===== src/rtl/amge_pkg.sv =====
`timescale 1ns / 1ps
// ----------------------------------------------------------------------------
// amge_pkg: shared types and constants for the accelerometer magnitude gate
// Beat layouts, register indexes, status codes and reset values used by the
// controller, the datapath and the top level.
// ----------------------------------------------------------------------------
package amge_pkg;

    // Axis sample width as carried on the ports
    localparam int AXIS_W          = 16;
    // Default number of live sample bits
    localparam int SAMPLE_BITS_DEF = 16;

    // Configuration port
    localparam int CFG_IDX_W = 2;
    localparam int CFG_W     = 17;
    localparam logic [CFG_IDX_W-1:0] CFG_FAILURE_LIMIT = 2'd0;
    localparam logic [CFG_IDX_W-1:0] CFG_MIN_MAGNITUDE = 2'd1;
    localparam logic [CFG_IDX_W-1:0] CFG_MAX_MAGNITUDE = 2'd2;

    // State and register widths and reset values
    localparam int FAIL_W = 4;
    localparam int EMA_W  = 18;
    localparam logic [FAIL_W-1:0] FAIL_SAT           = 4'd15;
    localparam logic [FAIL_W-1:0] FAILURE_LIMIT_RST  = 4'd3;
    localparam logic [CFG_W-1:0]  MIN_MAGNITUDE_RST  = 17'd1024;
    localparam logic [CFG_W-1:0]  MAX_MAGNITUDE_RST  = 17'd65536;
    localparam logic [EMA_W-1:0]  EMA_RST            = 18'd16384;

    // Result status codes
    localparam int STATUS_W = 2;
    localparam logic [STATUS_W-1:0] ST_OK     = 2'd0;
    localparam logic [STATUS_W-1:0] ST_FAIL   = 2'd1;
    localparam logic [STATUS_W-1:0] ST_REJECT = 2'd2;

    // Axis select codes for the shared squarer
    localparam int AXIS_SEL_W = 2;
    localparam logic [AXIS_SEL_W-1:0] AXIS_X = 2'd0;
    localparam logic [AXIS_SEL_W-1:0] AXIS_Y = 2'd1;
    localparam logic [AXIS_SEL_W-1:0] AXIS_Z = 2'd2;

    // Input beat
    typedef struct packed {
        logic                     read_ok;
        logic signed [AXIS_W-1:0] sample_x;
        logic signed [AXIS_W-1:0] sample_y;
        logic signed [AXIS_W-1:0] sample_z;
    } in_t;

    // Result beat
    typedef struct packed {
        logic [STATUS_W-1:0]      status;
        logic signed [AXIS_W-1:0] x_g;
        logic signed [AXIS_W-1:0] y_g;
        logic signed [AXIS_W-1:0] z_g;
        logic [AXIS_W-1:0]        magnitude;
        logic [AXIS_W-1:0]        ema_magnitude;
        logic                     recover_bus;
    } out_t;

    // Controller to datapath commands
    typedef struct packed {
        logic                  load;
        logic                  sq_en;
        logic [AXIS_SEL_W-1:0] sq_sel;
        logic                  root_step;
        logic                  finish;
    } cmd_t;

    // Datapath to controller status
    typedef struct packed {
        logic read_ok;
        logic out_free;
    } sts_t;

endpackage


===== src/rtl/amge_ctrl.sv =====
`timescale 1ns / 1ps
// ----------------------------------------------------------------------------
// amge_ctrl: sequencer for the magnitude gate
// Accepts a read beat; for a good read, steps the shared squarer over three
// axes and the bit-serial square root; then hands the finish command to the datapath.
// ----------------------------------------------------------------------------
module amge_ctrl #(
    parameter int SAMPLE_BITS = amge_pkg::SAMPLE_BITS_DEF
) (
    input  logic           clk,
    input  logic           rst_n,
    input  logic           in_valid,
    output logic           in_stall,
    output amge_pkg::cmd_t cmd,
    input  amge_pkg::sts_t sts
);
    import amge_pkg::*;

    localparam int CNT_W = $clog2(SAMPLE_BITS);

    localparam logic [1:0] S_IDLE = 2'd0;
    localparam logic [1:0] S_SQR  = 2'd1;
    localparam logic [1:0] S_ROOT = 2'd2;
    localparam logic [1:0] S_DONE = 2'd3;

    logic [1:0]       state_reg, state_next;
    logic [CNT_W-1:0] cnt_reg, cnt_next;
    logic             in_beat;

    assign in_stall = (state_reg != S_IDLE);
    assign in_beat  = in_valid && !in_stall;

    // Next state and commands
    always_comb
    begin
        state_next    = state_reg;
        cnt_next      = cnt_reg;
        cmd           = '0;
        cmd.sq_sel    = cnt_reg[AXIS_SEL_W-1:0];
        case (state_reg)
            S_IDLE:
            begin
                if (in_beat)
                begin
                    cmd.load   = 1'b1;
                    cnt_next   = '0;
                    state_next = sts.read_ok ? S_SQR : S_DONE;
                end
            end
            S_SQR:
            begin
                cmd.sq_en = 1'b1;
                if (cnt_reg == CNT_W'(AXIS_Z))
                begin
                    cnt_next   = '0;
                    state_next = S_ROOT;
                end
                else
                begin
                    cnt_next = cnt_reg + 1'b1;
                end
            end
            S_ROOT:
            begin
                cmd.root_step = 1'b1;
                if (cnt_reg == CNT_W'(SAMPLE_BITS - 1))
                begin
                    cnt_next   = '0;
                    state_next = S_DONE;
                end
                else
                begin
                    cnt_next = cnt_reg + 1'b1;
                end
            end
            S_DONE:
            begin
                if (sts.out_free)
                begin
                    cmd.finish = 1'b1;
                    state_next = S_IDLE;
                end
            end
            default:
            begin
                state_next = S_IDLE;
            end
        endcase
    end

    // State registers
    always_ff @(posedge clk or negedge rst_n)
    begin
        if (!rst_n)
        begin
            state_reg <= S_IDLE;
            cnt_reg   <= '0;
        end
        else
        begin
            state_reg <= state_next;
            cnt_reg   <= cnt_next;
        end
    end

`ifndef SYNTHESIS
    // the result register is never overwritten while it still holds a beat
    a_finish_free: assert property (@(posedge clk) disable iff (!rst_n)
        cmd.finish |-> sts.out_free)
        else $error("finish issued while result register busy");

    // the last root step always leads into the finish state
    a_root_len: assert property (@(posedge clk) disable iff (!rst_n)
        (state_reg == S_ROOT && cnt_reg == CNT_W'(SAMPLE_BITS - 1)) |=>
        state_reg == S_DONE)
        else $error("root sequence did not end in finish state");

    // a new beat is only taken in while idle
    a_load_idle: assert property (@(posedge clk) disable iff (!rst_n)
        cmd.load |-> state_reg == S_IDLE)
        else $error("load issued outside idle");
`endif

endmodule


===== src/rtl/amge_dp.sv =====
`timescale 1ns / 1ps
// ----------------------------------------------------------------------------
// amge_dp: datapath for the magnitude gate
// Holds the configuration, the failure run and the EMA, squares and sums the
// axes on one shared multiplier, takes the root a bit per cycle and fills the
// result register.
// ----------------------------------------------------------------------------
module amge_dp #(
    parameter int SAMPLE_BITS = amge_pkg::SAMPLE_BITS_DEF
) (
    input  logic                           clk,
    input  logic                           rst_n,
    input  amge_pkg::in_t                  in_data,
    input  logic                           cfg_we,
    input  logic [amge_pkg::CFG_IDX_W-1:0] cfg_index,
    input  logic [amge_pkg::CFG_W-1:0]     cfg_data,
    input  amge_pkg::cmd_t                 cmd,
    output amge_pkg::sts_t                 sts,
    output logic                           out_valid,
    input  logic                           out_stall,
    output amge_pkg::out_t                 out_data
);
    import amge_pkg::*;

    localparam int SB    = SAMPLE_BITS;
    localparam int ACC_W = 2 * SB;
    localparam int REM_W = SB + 2;

    // Configuration and state
    logic [FAIL_W-1:0] failure_limit_reg;
    logic [CFG_W-1:0]  min_magnitude_reg;
    logic [CFG_W-1:0]  max_magnitude_reg;
    logic [FAIL_W-1:0] fail_count_reg, fail_count_next;
    logic [EMA_W-1:0]  ema_reg, ema_next;

    // Working registers
    in_t               in_reg;
    logic [ACC_W-1:0]  acc_reg;
    logic [SB-1:0]     rem_reg;
    logic [SB-1:0]     root_reg;
    out_t              out_reg, out_next;
    logic              out_valid_reg;

    logic signed [SB-1:0]    ax_x, ax_y, ax_z, ax_sel;
    logic signed [ACC_W-1:0] sq_w;
    logic [REM_W-1:0]        rem_sh, trial;
    logic                    fit;
    logic [CFG_W-1:0]        mag_w;
    logic                    all_zero, reject;
    logic [FAIL_W-1:0]       fail_inc;
    logic [EMA_W+1:0]        ema3, ema_sum;

    // Axis values sign-extended from the live sample width
    assign ax_x = $signed(in_reg.sample_x[SB-1:0]);
    assign ax_y = $signed(in_reg.sample_y[SB-1:0]);
    assign ax_z = $signed(in_reg.sample_z[SB-1:0]);

    always_comb
    begin
        case (cmd.sq_sel)
            AXIS_X:  ax_sel = ax_x;
            AXIS_Y:  ax_sel = ax_y;
            AXIS_Z:  ax_sel = ax_z;
            default: ax_sel = ax_x;
        endcase
    end

    // Shared squarer
    assign sq_w = ax_sel * ax_sel;

    // One root bit per step; the remainder fits SB bits until the last step,
    // whose remainder is never read
    assign rem_sh = {rem_reg, acc_reg[ACC_W-1 -: 2]};
    assign trial  = {root_reg, 2'b01};
    assign fit    = (rem_sh >= trial);

    // Gate, failure run and EMA
    assign mag_w    = CFG_W'(root_reg);
    assign all_zero = (ax_x == '0) && (ax_y == '0) && (ax_z == '0);
    assign reject   = (mag_w < min_magnitude_reg) || (mag_w > max_magnitude_reg) ||
                      all_zero;
    assign fail_inc = (fail_count_reg == FAIL_SAT) ? FAIL_SAT : fail_count_reg + 1'b1;
    assign ema3     = {2'b00, ema_reg} + {1'b0, ema_reg, 1'b0};
    assign ema_sum  = {2'b00, ema3[EMA_W+1:2]} + (EMA_W+2)'(root_reg);

    always_comb
    begin
        out_next        = '0;
        fail_count_next = fail_count_reg;
        ema_next        = ema_reg;
        if (!in_reg.read_ok)
        begin
            out_next.status = ST_FAIL;
            if (fail_inc >= failure_limit_reg)
            begin
                out_next.recover_bus = 1'b1;
                fail_count_next      = '0;
            end
            else
            begin
                fail_count_next = fail_inc;
            end
        end
        else
        begin
            fail_count_next    = '0;
            out_next.magnitude = AXIS_W'(root_reg);
            if (reject)
            begin
                out_next.status = ST_REJECT;
            end
            else
            begin
                out_next.status = ST_OK;
                out_next.x_g    = AXIS_W'(ax_x);
                out_next.y_g    = AXIS_W'(ax_y);
                out_next.z_g    = AXIS_W'(ax_z);
                ema_next        = ema_sum[EMA_W-1:0];
            end
        end
        out_next.ema_magnitude = ema_next[EMA_W-1:2];
    end

    // Working registers, no reset needed
    always_ff @(posedge clk)
    begin
        if (cmd.load)
        begin
            in_reg   <= in_data;
            acc_reg  <= '0;
            rem_reg  <= '0;
            root_reg <= '0;
        end
        else if (cmd.sq_en)
        begin
            acc_reg <= acc_reg + $unsigned(sq_w);
        end
        else if (cmd.root_step)
        begin
            acc_reg  <= acc_reg << 2;
            rem_reg  <= fit ? SB'(rem_sh - trial) : SB'(rem_sh);
            root_reg <= {root_reg[SB-2:0], fit};
        end
        if (cmd.finish)
        begin
            out_reg <= out_next;
        end
    end

    // Configuration, state and result valid
    always_ff @(posedge clk or negedge rst_n)
    begin
        if (!rst_n)
        begin
            failure_limit_reg <= FAILURE_LIMIT_RST;
            min_magnitude_reg <= MIN_MAGNITUDE_RST;
            max_magnitude_reg <= MAX_MAGNITUDE_RST;
            fail_count_reg    <= '0;
            ema_reg           <= EMA_RST;
            out_valid_reg     <= 1'b0;
        end
        else
        begin
            if (cfg_we)
            begin
                case (cfg_index)
                    CFG_FAILURE_LIMIT: failure_limit_reg <= cfg_data[FAIL_W-1:0];
                    CFG_MIN_MAGNITUDE: min_magnitude_reg <= cfg_data;
                    CFG_MAX_MAGNITUDE: max_magnitude_reg <= cfg_data;
                    default:           ;
                endcase
            end
            if (cmd.finish)
            begin
                fail_count_reg <= fail_count_next;
                ema_reg        <= ema_next;
                out_valid_reg  <= 1'b1;
            end
            else if (!out_stall)
            begin
                out_valid_reg <= 1'b0;
            end
        end
    end

    assign sts.read_ok  = in_data.read_ok;
    assign sts.out_free = !out_valid_reg || !out_stall;
    assign out_valid    = out_valid_reg;
    assign out_data     = out_reg;

`ifndef SYNTHESIS
    // finishing always presents a beat on the next cycle
    a_finish_valid: assert property (@(posedge clk) disable iff (!rst_n)
        cmd.finish |=> out_valid_reg)
        else $error("finish did not load the result register");

    // bus recovery is only requested on a failed read
    a_recover_fail: assert property (@(posedge clk) disable iff (!rst_n)
        (out_valid_reg && out_reg.recover_bus) |-> out_reg.status == ST_FAIL)
        else $error("recover_bus raised on a successful read");

    // an accepted read never has zero magnitude, since all-zero reads are rejected
    a_ok_nonzero: assert property (@(posedge clk) disable iff (!rst_n)
        (out_valid_reg && out_reg.status == ST_OK) |-> out_reg.magnitude != '0)
        else $error("accepted read with zero magnitude");

    // status is one of the defined codes
    a_status_code: assert property (@(posedge clk) disable iff (!rst_n)
        out_valid_reg |-> (out_reg.status == ST_OK || out_reg.status == ST_FAIL ||
                           out_reg.status == ST_REJECT))
        else $error("undefined status code");
`endif

endmodule


===== src/rtl/accel_magnitude_gate_ema_core.sv =====
`timescale 1ns / 1ps
// ----------------------------------------------------------------------------
// accel_magnitude_gate_ema_core: accelerometer magnitude gate with EMA
// Counts failed reads and requests bus recovery, takes the vector magnitude
// of good reads, rejects implausible ones and smooths the rest (alpha 1/4).
// ----------------------------------------------------------------------------
//  channel | handshake            | beat
//  --------+----------------------+-----------------------------------------
//  in      | in_valid / in_stall  | in_data: read_ok, sample_x/y/z
//  out     | out_valid / out_stall| out_data: status, x/y/z_g, magnitude, ...
//  cfg     | cfg_valid / cfg_ready| cfg_index, cfg_data
//
//  A good read steps through accept, three squarer passes on the shared
//  multiplier, one root bit per cycle and finish; a failed read goes from
//  accept to finish. One read is in flight at a time; the next is accepted
//  as soon as the result sits in the output register. rst_n clears the
//  sequencer, the failure run and the valid flag, and presets the EMA and
//  config registers. A stalled result holds finish until the output frees up.
// ----------------------------------------------------------------------------
module accel_magnitude_gate_ema_core #(
    parameter int SAMPLE_BITS = amge_pkg::SAMPLE_BITS_DEF
) (
    input  logic                           clk,
    input  logic                           rst_n,
    input  logic                           in_valid,
    output logic                           in_stall,
    input  amge_pkg::in_t                  in_data,
    output logic                           out_valid,
    input  logic                           out_stall,
    output amge_pkg::out_t                 out_data,
    input  logic                           cfg_valid,
    output logic                           cfg_ready,
    input  logic [amge_pkg::CFG_IDX_W-1:0] cfg_index,
    input  logic [amge_pkg::CFG_W-1:0]     cfg_data
);
    import amge_pkg::*;

    cmd_t cmd;
    sts_t sts;

    // Registers take a write on any cycle
    assign cfg_ready = 1'b1;

    amge_ctrl #(
        .SAMPLE_BITS (SAMPLE_BITS)
    ) u_ctrl (
        .clk      (clk),
        .rst_n    (rst_n),
        .in_valid (in_valid),
        .in_stall (in_stall),
        .cmd      (cmd),
        .sts      (sts)
    );

    amge_dp #(
        .SAMPLE_BITS (SAMPLE_BITS)
    ) u_dp (
        .clk       (clk),
        .rst_n     (rst_n),
        .in_data   (in_data),
        .cfg_we    (cfg_valid && cfg_ready),
        .cfg_index (cfg_index),
        .cfg_data  (cfg_data),
        .cmd       (cmd),
        .sts       (sts),
        .out_valid (out_valid),
        .out_stall (out_stall),
        .out_data  (out_data)
    );

endmodule


===== config.mk =====
export PLATFORM = sky130hd
export DESIGN_NAME = accel_magnitude_gate_ema_core
export DESIGN_NICKNAME = d
export VERILOG_FILES = /design/src/rtl/amge_pkg.sv /design/src/rtl/amge_ctrl.sv /design/src/rtl/amge_dp.sv /design/src/rtl/accel_magnitude_gate_ema_core.sv
export SDC_FILE = /design/constraint.sdc
export NUM_CORES = 1
export LEC_CHECK = 0
export BUFFER_PORTS_ARGS = -buffer_cell sky130_fd_sc_hd__buf_2
export CELL_PAD_IN_SITES_DETAIL_PLACEMENT = 0
export CELL_PAD_IN_SITES_GLOBAL_PLACEMENT = 1
export CORE_ASPECT_RATIO = 0.9
export CORE_MARGIN = 5
export CORE_UTILIZATION = 45
export CTS_CLUSTER_SIZE = 25
export DETAILED_ROUTE_END_ITERATION = 10
export GPL_TIMING_DRIVEN = 0
export PLACE_DENSITY_LB_ADDON = 0.1
export SETUP_SLACK_MARGIN = 0.1
export SLEW_MARGIN = 20
export SYNTH_ARGS = -nofsm -noshare
export SYNTH_HDL_FRONTEND = slang
export SYNTH_HIERARCHICAL = 1
export SYNTH_SLANG_ARGS = --single-unit

===== constraint.sdc =====
create_clock -name clk -period 7.4 [get_ports clk]
set_input_delay 1.11 -clock clk [delete_from_list [all_inputs] [get_ports clk]]
set_output_delay 1.11 -clock clk [all_outputs]
set_load 0.05 [all_outputs]

==> results of run 1 <==
==> kinds of logic after synthesis <==
kind of cell    after synthesis
mux                         104
fa+ha+maj                   472
xor+xnor                     76
simple gates                560
other cells                   1
buf+inv                     506
compound gates              353
flops                       263
==> worst min path at each step <==
| stage | from | endpoint | cells after the start |
|---|---|---|---|
| 6_report | rst_n | u_dp/max_magnitude_reg[9] | 1 |
| 3_3_place_gp | u_dp/max_magnitude_reg[12] | u_dp/max_magnitude_reg[12] | 1 |
| 2_1_floorplan | u_dp/root_reg[0] | u_dp/root_reg[1] | 2 |
| 3_5_place_dp | u_dp/min_magnitude_reg[3] | u_dp/min_magnitude_reg[3] | 1 |
| 4_1_cts | rst_n | u_dp/max_magnitude_reg[9] | 1 |
| 5_1_grt | rst_n | u_dp/min_magnitude_reg[14] | 1 |
==> critical path: stages, from the launching register on <==
cell and delay (ps):
sky130_fd_sc_hd__dfrtp_2 400, sky130_fd_sc_hd__buf_4 140, sky130_fd_sc_hd__ha_2 180, sky130_fd_sc_hd__buf_8 140, sky130_fd_sc_hd__a22oi_1 210, sky130_fd_sc_hd__o21a_1 140, sky130_fd_sc_hd__clkbuf_4 310, sky130_fd_sc_hd__nor2_4 70
sky130_fd_sc_hd__fa_2 680, sky130_fd_sc_hd__inv_2 50, sky130_fd_sc_hd__fa_2 600, sky130_fd_sc_hd__clkinv_4 110, sky130_fd_sc_hd__fa_2 540, sky130_fd_sc_hd__fa_1 430, sky130_fd_sc_hd__fa_1 490, sky130_fd_sc_hd__inv_1 40
sky130_fd_sc_hd__fa_1 500, sky130_fd_sc_hd__inv_2 60, sky130_fd_sc_hd__ha_4 290, sky130_fd_sc_hd__nand3_4 80, sky130_fd_sc_hd__or3_1 360, sky130_fd_sc_hd__o211ai_1 180, sky130_fd_sc_hd__a31oi_2 180, sky130_fd_sc_hd__a311oi_2 370
sky130_fd_sc_hd__o21ai_2 140, sky130_fd_sc_hd__mux2i_1 190, sky130_fd_sc_hd__o311ai_1 120
==> metrics by stage <==
| stage | hold WS (ps) | std cells | setup slack, ps |
|---|---|---|---|
| after floorplan | 457 | 2335 | 101 |
| after global placement | 490 | 3189 | -2120 |
| after detailed placement | 493 | 3192 | -1730 |
| after CTS | 402 | 3280 | 96.9 |
| after global routing | 429 | 3322 | 48.2 |
| final | 427 | 3323 | 241 |
==> cell usage after synthesis, types with 9 or more instances <==
library cell / n / share of area (%)
sky130_fd_sc_hd__inv_1: 424 / 6.7
sky130_fd_sc_hd__fa_1: 266 / 22
sky130_fd_sc_hd__ha_1: 206 / 11
sky130_fd_sc_hd__nor2_1: 161 / 2.5
sky130_fd_sc_hd__nand2_1: 159 / 2.5
sky130_fd_sc_hd__edfxtp_1: 132 / 17
sky130_fd_sc_hd__a21oi_1: 86 / 1.8
sky130_fd_sc_hd__dfxtp_1: 64 / 5.4
sky130_fd_sc_hd__mux2_2: 64 / 3.0
sky130_fd_sc_hd__dfrtp_1: 62 / 6.5
sky130_fd_sc_hd__and2_1: 57 / 1.5
sky130_fd_sc_hd__xnor2_1: 57 / 2.1
sky130_fd_sc_hd__a211oi_1: 54 / 1.7
sky130_fd_sc_hd__clkbuf_1: 50 / 0.79
sky130_fd_sc_hd__o21ai_0: 41 / 0.86
sky130_fd_sc_hd__a21o_1: 35 / 1.1
sky130_fd_sc_hd__nand3_1: 30 / 0.63
sky130_fd_sc_hd__mux2i_1: 28 / 1.2
sky130_fd_sc_hd__nor2b_1: 24 / 0.63
sky130_fd_sc_hd__nor3_1: 23 / 0.48
sky130_fd_sc_hd__o21a_1: 22 / 0.69
sky130_fd_sc_hd__nand2b_1: 18 / 0.47
sky130_fd_sc_hd__nor3b_1: 17 / 0.54
sky130_fd_sc_hd__a22oi_1: 16 / 0.50
sky130_fd_sc_hd__nor4_1: 16 / 0.42
sky130_fd_sc_hd__xor2_1: 16 / 0.59
sky130_fd_sc_hd__mux2_1: 11 / 0.52
sky130_fd_sc_hd__o211ai_1: 11 / 0.35
sky130_fd_sc_hd__o21ai_1: 11 / 0.23
sky130_fd_sc_hd__a31oi_1: 10 / 0.26
sky130_fd_sc_hd__or3_1: 10 / 0.26
sky130_fd_sc_hd__nand4_1: 9 / 0.24
==> cell type report <==
cell class                 instances  area share [%]
timing repair buffer             236            5.56
tap                              697            3.09
clock inverter                    16           0.816
sequential                       263            24.6
buffer                            72            2.21
inverter                         431            5.90
clock buffer                      40            2.90
antenna                            2          0.0177
multi-input combinational       1566            54.9
==> routing by layer <==
metal  wire length, um  global-route usage (%)  vias up
li1                  -                       -     8290
met1             29400                    31.8     8787
met2             30100                    35.7      377
met3              2660                    2.55       88
met4              1650                    5.36        0
met5                 0                       0        -
==> repair_timing <==
item	4_1_cts	5_1_grt
endpoints found under the setup margin	23	18
endpoints found under the hold margin	0	0
gates cloned	0	4
setup buffers	35	37
pin swaps	20	73
resized for setup	129	112
hold buffers	0	0
==> impl_metrics.xml, run 1 <==
<?xml version="1.0" encoding="UTF-8"?>
<metrics>
  <group name="worst_setup_path">
    <metric name="cp_startpoint_kind" unit="">register</metric>
    <metric name="timing.critical_path.fanout_max" unit="">9</metric>
    <metric name="rr_worst_depth" unit="">26</metric>
    <metric name="worst-r2r-setup-slack" unit="ps">240</metric>
    <metric name="cp.arrival" unit="ps">7620</metric>
    <metric name="crit_start" unit="">u_ctrl/cnt_reg[0]</metric>
    <metric name="timing.rr.start" unit="">u_ctrl/cnt_reg[0]</metric>
    <metric name="endpoint_kind" unit="">register</metric>
    <metric name="worstReg2RegEnd" unit="">u_dp/acc_reg[29]</metric>
    <metric name="criticalPathCategory" unit="">reg -&gt; reg</metric>
    <metric name="critical_path_required" unit="ps">7860</metric>
    <metric name="crit_end" unit="">u_dp/acc_reg[29]</metric>
  </group>
  <group name="clock_tree">
    <metric name="root_buffer" unit="">sky130_fd_sc_hd__clkbuf_16</metric>
    <metric name="ctsLongestPathBuffers" unit="">3</metric>
    <metric name="clk_pin_slew" unit="ps">60</metric>
    <metric name="cts_made_buffers" unit="">30</metric>
    <metric name="worst_skew_pair.late_latency" unit="ps">590</metric>
    <metric name="tritoncts" unit="">built</metric>
    <metric name="htreeDepth" unit="">1</metric>
    <metric name="clock_sinks" unit="">263</metric>
  </group>
  <group name="timing">
    <metric name="finalSetupViolations" unit="">0</metric>
    <metric name="min_period_over_period" unit="%">96.7</metric>
    <metric name="final_critical_period" unit="ps">7160</metric>
    <metric name="final-max-slew-violation-count" unit="">0</metric>
    <metric name="clock_skew" unit="ps">28.7</metric>
    <metric name="setup_total_negative_slack" unit="ps">0</metric>
    <metric name="normalized_max_slew_margin" unit="%">44.3</metric>
    <metric name="timing_worst_slew_pin_value" unit="ps">828</metric>
    <metric name="maxClockFrequency" unit="GHz">0.140</metric>
    <metric name="hold_viol" unit="">0</metric>
    <metric name="rsz0062_at_grt" unit="">no</metric>
  </group>
  <group name="synthesis">
    <metric name="post_synth_instance_area" unit="um2">23800</metric>
    <metric name="ys_warn_count" unit="">6</metric>
    <metric name="register_area_share_after_synthesis" unit="%">29.1</metric>
    <metric name="syn_inst" unit="">2335</metric>
    <metric name="post_synthesis_share_of_cell_area_spent_on_xor_and_xnor_gates" unit="%">2.98</metric>
    <metric name="synth_adder_area_share" unit="%">33.2</metric>
    <metric name="synth.mux.area_fraction" unit="%">4.79</metric>
    <metric name="synth_simple_gate_area_share" unit="%">11.4</metric>
    <metric name="number_of_synthesized_register_bits" unit="">263</metric>
    <metric name="main_combinational_cell_family_by_area_after_synthesis" unit="">adder cells</metric>
    <metric name="most_instantiated_flip_flop_cell_in_the_synthesis_netlist" unit="">sky130_fd_sc_hd__edfxtp_1</metric>
    <metric name="syn_avg_cell_area" unit="um2">10.2</metric>
    <metric name="postSynth.asyncResetShare" unit="%">25.5</metric>
    <metric name="synth_enable_flop_cells" unit="">132</metric>
    <metric name="synth_compound_area_share" unit="%">10.2</metric>
    <metric name="synth_cell_types" unit="">88</metric>
    <metric name="synth.net_count" unit="">2880</metric>
  </group>
  <group name="detailed_routing">
    <metric name="vias" unit="">17500</metric>
    <metric name="drt_pass1_iterations" unit="">5</metric>
    <metric name="routed_via_density" unit="">5.28</metric>
    <metric name="detail-route-antenna-nets" unit="">0</metric>
    <metric name="wl" unit="mm">63.9</metric>
    <metric name="post-route-drc-count" unit="">0</metric>
    <metric name="first_iter_violations" unit="">896</metric>
    <metric name="wire_per_inst" unit="um">19.2</metric>
  </group>
  <group name="floorplanning">
    <metric name="io_pins" unit="">159</metric>
    <metric name="die_y" unit="um">228</metric>
    <metric name="die_area" unit="um2">57600</metric>
    <metric name="num_rows" unit="">80</metric>
    <metric name="floorplan.die.width" unit="um">252</metric>
    <metric name="initial_utilization" unit="%">45.2</metric>
    <metric name="core" unit="um2">52700</metric>
  </group>
  <group name="grt">
    <metric name="wire_length_of_the_first_global_routing_pass" unit="mm">101</metric>
    <metric name="initial_antenna_violation_count" unit="">1</metric>
    <metric name="largest_net_degree_at_the_start_of_global_routing" unit="">49</metric>
    <metric name="grt_overflow_total" unit="">0</metric>
    <metric name="gr-usage-all-layers" unit="%">22.0</metric>
    <metric name="grt_pass1_vias" unit="">18000</metric>
  </group>
  <group name="final_layout">
    <metric name="final_area" unit="um2">28200</metric>
    <metric name="area_of_the_multi_input_gates" unit="um2">15500</metric>
    <metric name="seq_area" unit="um2">6930</metric>
    <metric name="filler_cell_count" unit="">4793</metric>
    <metric name="final_cell_mix" unit="">410 x sky130_fd_sc_hd__inv_1, 253 x sky130_fd_sc_hd__fa_1, 191 x sky130_fd_sc_hd__ha_1</metric>
    <metric name="postLayoutCoreUtil" unit="%">53.6</metric>
    <metric name="drive_gt1_share" unit="%">20.2</metric>
    <metric name="layout.cells.most_common" unit="">sky130_fd_sc_hd__inv_1</metric>
    <metric name="p_r_area_growth_vs_syn" unit="%">18.5</metric>
    <metric name="largest_reg_flops" unit="">83</metric>
    <metric name="final_nets" unit="">3145</metric>
  </group>
  <group name="outcome">
    <metric name="status" unit="">completed</metric>
  </group>
  <group name="place">
    <metric name="dpl.hpwl" unit="mm">49.4</metric>
    <metric name="numPortBuffers" unit="">157</metric>
    <metric name="place.gp.congestion" unit="">0.895</metric>
    <metric name="post_dp_cell_area" unit="um2">25600</metric>
  </group>
  <group name="worst_hold_path">
    <metric name="worst_hold_path_type" unit="">in -&gt; async</metric>
  </group>
  <group name="flow_run">
    <metric name="drv.max_cap_violation_count" unit="">0</metric>
  </group>
</metrics>
Power of run 1 is not shown: default switching activity piles up to over one toggle a cycle in this logic, so the estimate is an artifact.
==> run 2, diff against run 1 <==
- BUFFER_PORTS_ARGS: -buffer_cell sky130_fd_sc_hd__buf_2 -> not set
- CORE_UTILIZATION: 45 -> 47
- DONT_BUFFER_PORTS: not set -> 1
==> impl_metrics.xml, run 2 (synthesized netlist as in run 1, its figures left out) <==
<?xml version="1.0" encoding="UTF-8"?>
<metrics>
  <group name="timing">
    <metric name="maxClockFrequency" unit="GHz">0.141</metric>
    <metric name="finalSetupViolations" unit="">0</metric>
    <metric name="final_critical_period" unit="ps">7100</metric>
    <metric name="rsz0062_at_grt" unit="">no</metric>
    <metric name="min_period_over_period" unit="%">96.0</metric>
    <metric name="fin_hold_ws" unit="ps">226</metric>
    <metric name="setup_slack" unit="ps">298</metric>
    <metric name="timing_worst_slew_pin_value" unit="ps">793</metric>
    <metric name="final-max-slew-violation-count" unit="">0</metric>
    <metric name="normalized_max_slew_margin" unit="%">46.7</metric>
    <metric name="hold_viol" unit="">0</metric>
    <metric name="clock_skew" unit="ps">16.0</metric>
  </group>
  <group name="final_layout">
    <metric name="final_nets" unit="">2979</metric>
    <metric name="layout.cells.most_common" unit="">sky130_fd_sc_hd__inv_1</metric>
    <metric name="antenna_cells" unit="">0</metric>
    <metric name="p_r_area_growth_vs_syn" unit="%">14.4</metric>
    <metric name="filler_cell_count" unit="">4519</metric>
    <metric name="final_cell_mix" unit="">410 x sky130_fd_sc_hd__inv_1, 260 x sky130_fd_sc_hd__fa_1, 190 x sky130_fd_sc_hd__ha_1</metric>
    <metric name="largest_reg_flops" unit="">83</metric>
    <metric name="drive_gt1_share" unit="%">14.7</metric>
  </group>
  <group name="detailed_routing">
    <metric name="routed_via_density" unit="">5.39</metric>
    <metric name="vias" unit="">16900</metric>
    <metric name="drt_pass1_iterations" unit="">5</metric>
    <metric name="first_iter_violations" unit="">874</metric>
    <metric name="detail-route-antenna-nets" unit="">0</metric>
    <metric name="wire_per_inst" unit="um">19.8</metric>
    <metric name="wl" unit="mm">62.2</metric>
    <metric name="post-route-drc-count" unit="">0</metric>
  </group>
  <group name="floorplanning">
    <metric name="floorplan.die.width" unit="um">247</metric>
    <metric name="die_y" unit="um">223</metric>
    <metric name="initial_utilization" unit="%">47.3</metric>
    <metric name="die_area" unit="um2">55200</metric>
    <metric name="num_rows" unit="">78</metric>
    <metric name="io_pins" unit="">159</metric>
    <metric name="core" unit="um2">50300</metric>
  </group>
  <group name="clock_tree">
    <metric name="worst_skew_pair.late_latency" unit="ps">580</metric>
    <metric name="htreeDepth" unit="">1</metric>
    <metric name="cts_hold_buf" unit="">0</metric>
    <metric name="cts_made_buffers" unit="">30</metric>
    <metric name="clk_pin_slew" unit="ps">70</metric>
    <metric name="clock_sinks" unit="">263</metric>
    <metric name="ctsLongestPathBuffers" unit="">3</metric>
    <metric name="root_buffer" unit="">sky130_fd_sc_hd__clkbuf_16</metric>
    <metric name="tritoncts" unit="">built</metric>
  </group>
  <group name="worst_setup_path">
    <metric name="cpPeakStageDelay" unit="ps">640</metric>
    <metric name="critical_path_required" unit="ps">7920</metric>
    <metric name="slowest_stage" unit="">sky130_fd_sc_hd__fa_2</metric>
    <metric name="crit_start" unit="">u_ctrl/cnt_reg[0]</metric>
    <metric name="worst-r2r-setup-slack" unit="ps">300</metric>
    <metric name="rr_worst_depth" unit="">28</metric>
    <metric name="criticalPathCategory" unit="">reg -&gt; reg</metric>
    <metric name="timing.rr.start" unit="">u_ctrl/cnt_reg[0]</metric>
    <metric name="crit_end" unit="">u_dp/acc_reg[30]</metric>
    <metric name="endpoint_kind" unit="">register</metric>
    <metric name="worstReg2RegEnd" unit="">u_dp/acc_reg[30]</metric>
    <metric name="cp_startpoint_kind" unit="">register</metric>
    <metric name="cp.arrival" unit="ps">7620</metric>
    <metric name="most_numerous_cell_on_the_critical_path" unit="">sky130_fd_sc_hd__fa_1</metric>
    <metric name="timing.critical_path.fanout_max" unit="">10</metric>
  </group>
  <group name="grt">
    <metric name="wire_length_of_the_first_global_routing_pass" unit="mm">97.8</metric>
    <metric name="largest_net_degree_at_the_start_of_global_routing" unit="">68</metric>
    <metric name="grt_overflow_total" unit="">0</metric>
    <metric name="initial_antenna_violation_count" unit="">1</metric>
    <metric name="gr-usage-all-layers" unit="%">22.4</metric>
    <metric name="grt_pass1_vias" unit="">17200</metric>
  </group>
  <group name="place">
    <metric name="place.gp.congestion" unit="">0.833</metric>
    <metric name="dpl.hpwl" unit="mm">47.8</metric>
    <metric name="pre_cts_ws" unit="ps">-1830</metric>
    <metric name="numPortBuffers" unit="">0</metric>
  </group>
  <group name="flow_run">
    <metric name="drv.max_cap_violation_count" unit="">0</metric>
  </group>
  <group name="outcome">
    <metric name="status" unit="">completed</metric>
  </group>
  <group name="worst_hold_path">
    <metric name="worst_hold_path_type" unit="">in -&gt; async</metric>
  </group>
</metrics>
run 2: cell count changes in the layout (fill, tap and decap cells not counted), moves of 5 or more:
cell,delta
sky130_fd_sc_hd__inv_8,+5
sky130_fd_sc_hd__fa_1,+7
sky130_fd_sc_hd__buf_2,-155
sky130_fd_sc_hd__clkinv_1,+5
sky130_fd_sc_hd__buf_4,-5
sky130_fd_sc_hd__fa_2,-7
run 2: per-stage QoR:
stage | cell area [um2] | std cells | utilization (%) | setup TNS [ps]
floorplan | 23800 | 2335 | - | 0
detailed placement | 24700 | 3016 | 49.1 | -24410
CTS | 26500 | 3101 | 52.8 | 0
global route | 27200 | 3138 | 54.2 | 0
finish | 27200 | 3138 | 54.2 | 0
global placement | 24700 | 3015 | 49.1 | -24600
run 2: repair_timing:
item / 4_1_cts / 5_1_grt
setup buffers: 31 / 35
pin swaps: 24 / 61
hold endpoints to repair: 0 / 0
gates resized for setup: 131 / 110
setup endpoints to repair: 23 / 15
gates cloned: 2 / 3
run 2: how the worst min path moves through the flow:
stage | from | endpoint | slack, ps | cells after the start
2_1_floorplan | u_dp/root_reg[0] | u_dp/root_reg[1] | 460 | 2
3_3_place_gp | u_dp/max_magnitude_reg[4] | u_dp/max_magnitude_reg[4] | 490 | 1
3_5_place_dp | u_dp/max_magnitude_reg[15] | u_dp/max_magnitude_reg[15] | 500 | 1
4_1_cts | rst_n | u_dp/min_magnitude_reg[9] | 190 | 0
5_1_grt | rst_n | u_dp/ema_reg[16] | 190 | 0
6_report | rst_n | u_dp/min_magnitude_reg[9] | 230 | 0
run 2: area by class of cell:
type / count / area [um2] / share of cell area (%)
tap: 680 / 851 / 3.13
sequential: 263 / 6930 / 25.5
timing repair buffer: 72 / 632 / 2.32
buffer: 70 / 601 / 2.21
clock inverter: 21 / 229 / 0.841
multi-input combinational: 1566 / 15500 / 57.0
clock buffer: 35 / 791 / 2.91
inverter: 431 / 1670 / 6.13
run 2: layer usage:
| metal | share of wire (%) | global-route usage, % |
|---|---|---|
| met5 | 0 | 0 |
| met4 | 2.7 | 4.82 |
| met2 | 47 | 36.1 |
| met1 | 45 | 32.0 |
| met3 | 5.3 | 3.73 |
run 2: critical path: cells and delay by family (launching register included):
family / cells / cell delay (ps)
AOI/OAI and AO/OA: 6 / 1230
adders and majority gates: 8 / 3650
buffers and inverters: 10 / 1050
DFF: 1 / 410
and+or+nand+nor: 4 / 690
Power of run 2 is left out for the same reason.
==> run 3, diff against run 2 <==
- ABC_AREA: not set -> 1
- CORE_UTILIZATION: 47 -> 45
==> impl_metrics.xml, run 3 <==
<?xml version="1.0" encoding="UTF-8"?>
<metrics>
  <group name="synthesis">
    <metric name="postSynth.asyncResetShare" unit="%">25.5</metric>
    <metric name="synthDominantAreaCellType" unit="">sky130_fd_sc_hd__fa_1</metric>
    <metric name="synth_enable_flop_cells" unit="">132</metric>
    <metric name="syn_avg_cell_area" unit="um2">8.46</metric>
    <metric name="synth_cell_types" unit="">59</metric>
    <metric name="most_instantiated_flip_flop_cell_in_the_synthesis_netlist" unit="">sky130_fd_sc_hd__edfxtp_1</metric>
    <metric name="synth_commonest_cells" unit="">648 x sky130_fd_sc_hd__inv_1, 564 x sky130_fd_sc_hd__nand2_1, 266 x sky130_fd_sc_hd__fa_1</metric>
    <metric name="number_of_synthesized_register_bits" unit="">263</metric>
    <metric name="synth.net_count" unit="">3448</metric>
    <metric name="synth.top_cell.area_share" unit="%">21.7</metric>
    <metric name="post_synth_instance_area" unit="um2">24600</metric>
    <metric name="syn_inst" unit="">2903</metric>
    <metric name="post-synth-top-count-cell" unit="">sky130_fd_sc_hd__inv_1</metric>
    <metric name="post_synth_main_area_contributors" unit="">sky130_fd_sc_hd__fa_1 22%, sky130_fd_sc_hd__edfxtp_1 16%, sky130_fd_sc_hd__ha_1 10%</metric>
    <metric name="register_area_share_after_synthesis" unit="%">28.2</metric>
    <metric name="ys_warn_count" unit="">6</metric>
  </group>
  <group name="floorplanning">
    <metric name="num_rows" unit="">81</metric>
    <metric name="initial_utilization" unit="%">45.3</metric>
    <metric name="core" unit="um2">54200</metric>
    <metric name="die_area" unit="um2">59400</metric>
    <metric name="floorplan.die.width" unit="um">256</metric>
    <metric name="io_pins" unit="">159</metric>
    <metric name="die_y" unit="um">232</metric>
  </group>
  <group name="clock_tree">
    <metric name="root_buffer" unit="">sky130_fd_sc_hd__clkbuf_16</metric>
    <metric name="htreeDepth" unit="">1</metric>
    <metric name="tritoncts" unit="">built</metric>
    <metric name="ctsLongestPathBuffers" unit="">3</metric>
    <metric name="clk_pin_slew" unit="ps">60</metric>
    <metric name="cts_made_buffers" unit="">30</metric>
    <metric name="clock_sinks" unit="">263</metric>
    <metric name="cts_hold_buf" unit="">0</metric>
    <metric name="worst_skew_pair.late_latency" unit="ps">570</metric>
  </group>
  <group name="timing">
    <metric name="normalized_max_slew_margin" unit="%">49.2</metric>
    <metric name="timing_worst_slew_pin_value" unit="ps">762</metric>
    <metric name="min_period_over_period" unit="%">95.6</metric>
    <metric name="clock_skew" unit="ps">18.8</metric>
    <metric name="final_critical_period" unit="ps">7070</metric>
    <metric name="rsz0062_at_grt" unit="">no</metric>
    <metric name="finalSetupViolations" unit="">0</metric>
    <metric name="setup_total_negative_slack" unit="ps">0</metric>
    <metric name="final-max-slew-violation-count" unit="">0</metric>
    <metric name="maxClockFrequency" unit="GHz">0.141</metric>
    <metric name="hold_viol" unit="">0</metric>
  </group>
  <group name="detailed_routing">
    <metric name="detail-route-antenna-nets" unit="">0</metric>
    <metric name="routed_via_density" unit="">5.18</metric>
    <metric name="drt_pass1_iterations" unit="">7</metric>
    <metric name="wire_per_inst" unit="um">18.7</metric>
    <metric name="vias" unit="">19300</metric>
    <metric name="first_iter_violations" unit="">1232</metric>
    <metric name="post-route-drc-count" unit="">0</metric>
    <metric name="wl" unit="mm">69.6</metric>
  </group>
  <group name="worst_setup_path">
    <metric name="slowest_stage" unit="">sky130_fd_sc_hd__fa_1</metric>
    <metric name="most_numerous_cell_on_the_critical_path" unit="">sky130_fd_sc_hd__fa_1</metric>
    <metric name="cp.arrival" unit="ps">7490</metric>
    <metric name="timing.critical_path.fanout_max" unit="">10</metric>
    <metric name="cpPeakStageDelay" unit="ps">570</metric>
    <metric name="endpoint_kind" unit="">register</metric>
    <metric name="worst-path-buf-inv" unit="">10</metric>
    <metric name="criticalPathCategory" unit="">reg -&gt; reg</metric>
    <metric name="cp_startpoint_kind" unit="">register</metric>
    <metric name="critical_path_required" unit="ps">7820</metric>
    <metric name="cpLargestDelayFamily" unit="">adder cells</metric>
    <metric name="worst-r2r-setup-slack" unit="ps">330</metric>
  </group>
  <group name="outcome">
    <metric name="status" unit="">completed</metric>
  </group>
  <group name="place">
    <metric name="post_dp_cell_area" unit="um2">25500</metric>
    <metric name="dpl.hpwl" unit="mm">56.9</metric>
    <metric name="numPortBuffers" unit="">0</metric>
    <metric name="place.gp.congestion" unit="">0.895</metric>
    <metric name="placed_cell_count" unit="">3611</metric>
  </group>
  <group name="final_layout">
    <metric name="p_r_area_growth_vs_syn" unit="%">11.9</metric>
    <metric name="final-instance-count-excl-fill" unit="">3715</metric>
    <metric name="final_area" unit="um2">27500</metric>
    <metric name="drive_gt1_share" unit="%">9.74</metric>
    <metric name="final_cell_mix" unit="">635 x sky130_fd_sc_hd__inv_1, 554 x sky130_fd_sc_hd__nand2_1, 261 x sky130_fd_sc_hd__fa_1</metric>
    <metric name="filler_cell_count" unit="">5228</metric>
    <metric name="layout.cells.most_common" unit="">sky130_fd_sc_hd__inv_1</metric>
    <metric name="final_nets" unit="">3530</metric>
    <metric name="largest_reg_flops" unit="">83</metric>
  </group>
  <group name="grt">
    <metric name="grt_pass1_vias" unit="">19300</metric>
    <metric name="grt_overflow_total" unit="">0</metric>
    <metric name="wire_length_of_the_first_global_routing_pass" unit="mm">111</metric>
    <metric name="initial_antenna_violation_count" unit="">2</metric>
    <metric name="largest_net_degree_at_the_start_of_global_routing" unit="">68</metric>
    <metric name="gr-usage-all-layers" unit="%">23.6</metric>
  </group>
  <group name="worst_hold_path">
    <metric name="worst_hold_path_type" unit="">in -&gt; async</metric>
  </group>
  <group name="flow_run">
    <metric name="drv.max_cap_violation_count" unit="">0</metric>
  </group>
</metrics>
## run 3: changes by cell type after synthesis, sizes merged, moves of 76 or more
cell | before | now
a21oi | 86 | 167
inv | 425 | 656
mux2 | 76 | 0
nand2 | 159 | 570
nor2 | 161 | 245
o21ai | 53 | 148
## run 3: stage by stage
step                hold WS (ps)  setup WS [ps]  utilization, %
floorplan                    442            560               -
detailed placement           464          -1090            47.0
finish                       244            329            50.7
global placement             461          -1070            46.9
global route                 211           90.1            50.7
CTS                          196            101            49.6
## run 3: final cells by class
cell class              instances  area (um2)  area share, %
multi-input cells            1917       15200           55.2
flip-flops and latches        263        6930           25.2
inverters                     656        2500           9.08
clock buffers                  44         896           3.26
well taps                     705         882           3.21
plain buffers                  67         489           1.78
repair buffers                 50         457           1.66
clock inverters                12         165          0.601
diodes                          1        2.50        0.00910
## run 3: repair_timing
| action | CTS | global route |
|---|---|---|
| pin swaps | 6 | 17 |
| endpoints found under the hold margin | 0 | 0 |
| endpoints found under the setup margin | 21 | 21 |
| setup buffers | 20 | 27 |
| gates resized for setup | 60 | 108 |
## run 3: path summary, 6_finish.rpt
| check | from | end | depth (start not counted) |
|---|---|---|---|
| worst max-delay path | u_ctrl/cnt_reg[0] | u_dp/acc_reg[31] | 31 |
| worst min-delay path | rst_n | u_dp/ema_reg[15] | 0 |
| worst max register to register | u_ctrl/cnt_reg[0] | u_dp/acc_reg[31] | 31 |
| worst min register to register | u_dp/rem_reg[14] | u_dp/rem_reg[14] | 2 |
| max in group asynchronous | rst_n | u_dp/max_magnitude_reg[16] | 0 |
| min in group clk | u_dp/rem_reg[14] | u_dp/rem_reg[14] | 2 |
## run 3: per-layer routing
layer  vias to the layer above  wire length (um)  GRT usage, %
li1                       9268                 -             -
met1                      9392             33800          35.5
met2                       509             30200          36.2
met3                        79              4060          3.46
met4                         2              1540          5.41
met5                         -                13             0
## run 3: logic make-up (layout without fill, tap and decap cells)
| family | count (synthesis) | count (layout) | share of synthesized area, % |
|---|---|---|---|
| adders and majority gates | 472 | 472 | 32.2 |
| and+or+nand+nor | 992 | 992 | 16.9 |
| DFF | 263 | 263 | 28.2 |
| AOI/OAI and AO/OA | 402 | 402 | 9.24 |
| xor gates and xnor gates | 50 | 50 | 1.78 |
| buffers and inverters | 723 | 829 | 11.6 |
| other | 1 | 2 | 0.0153 |
Power of run 3 is left out for the same reason.
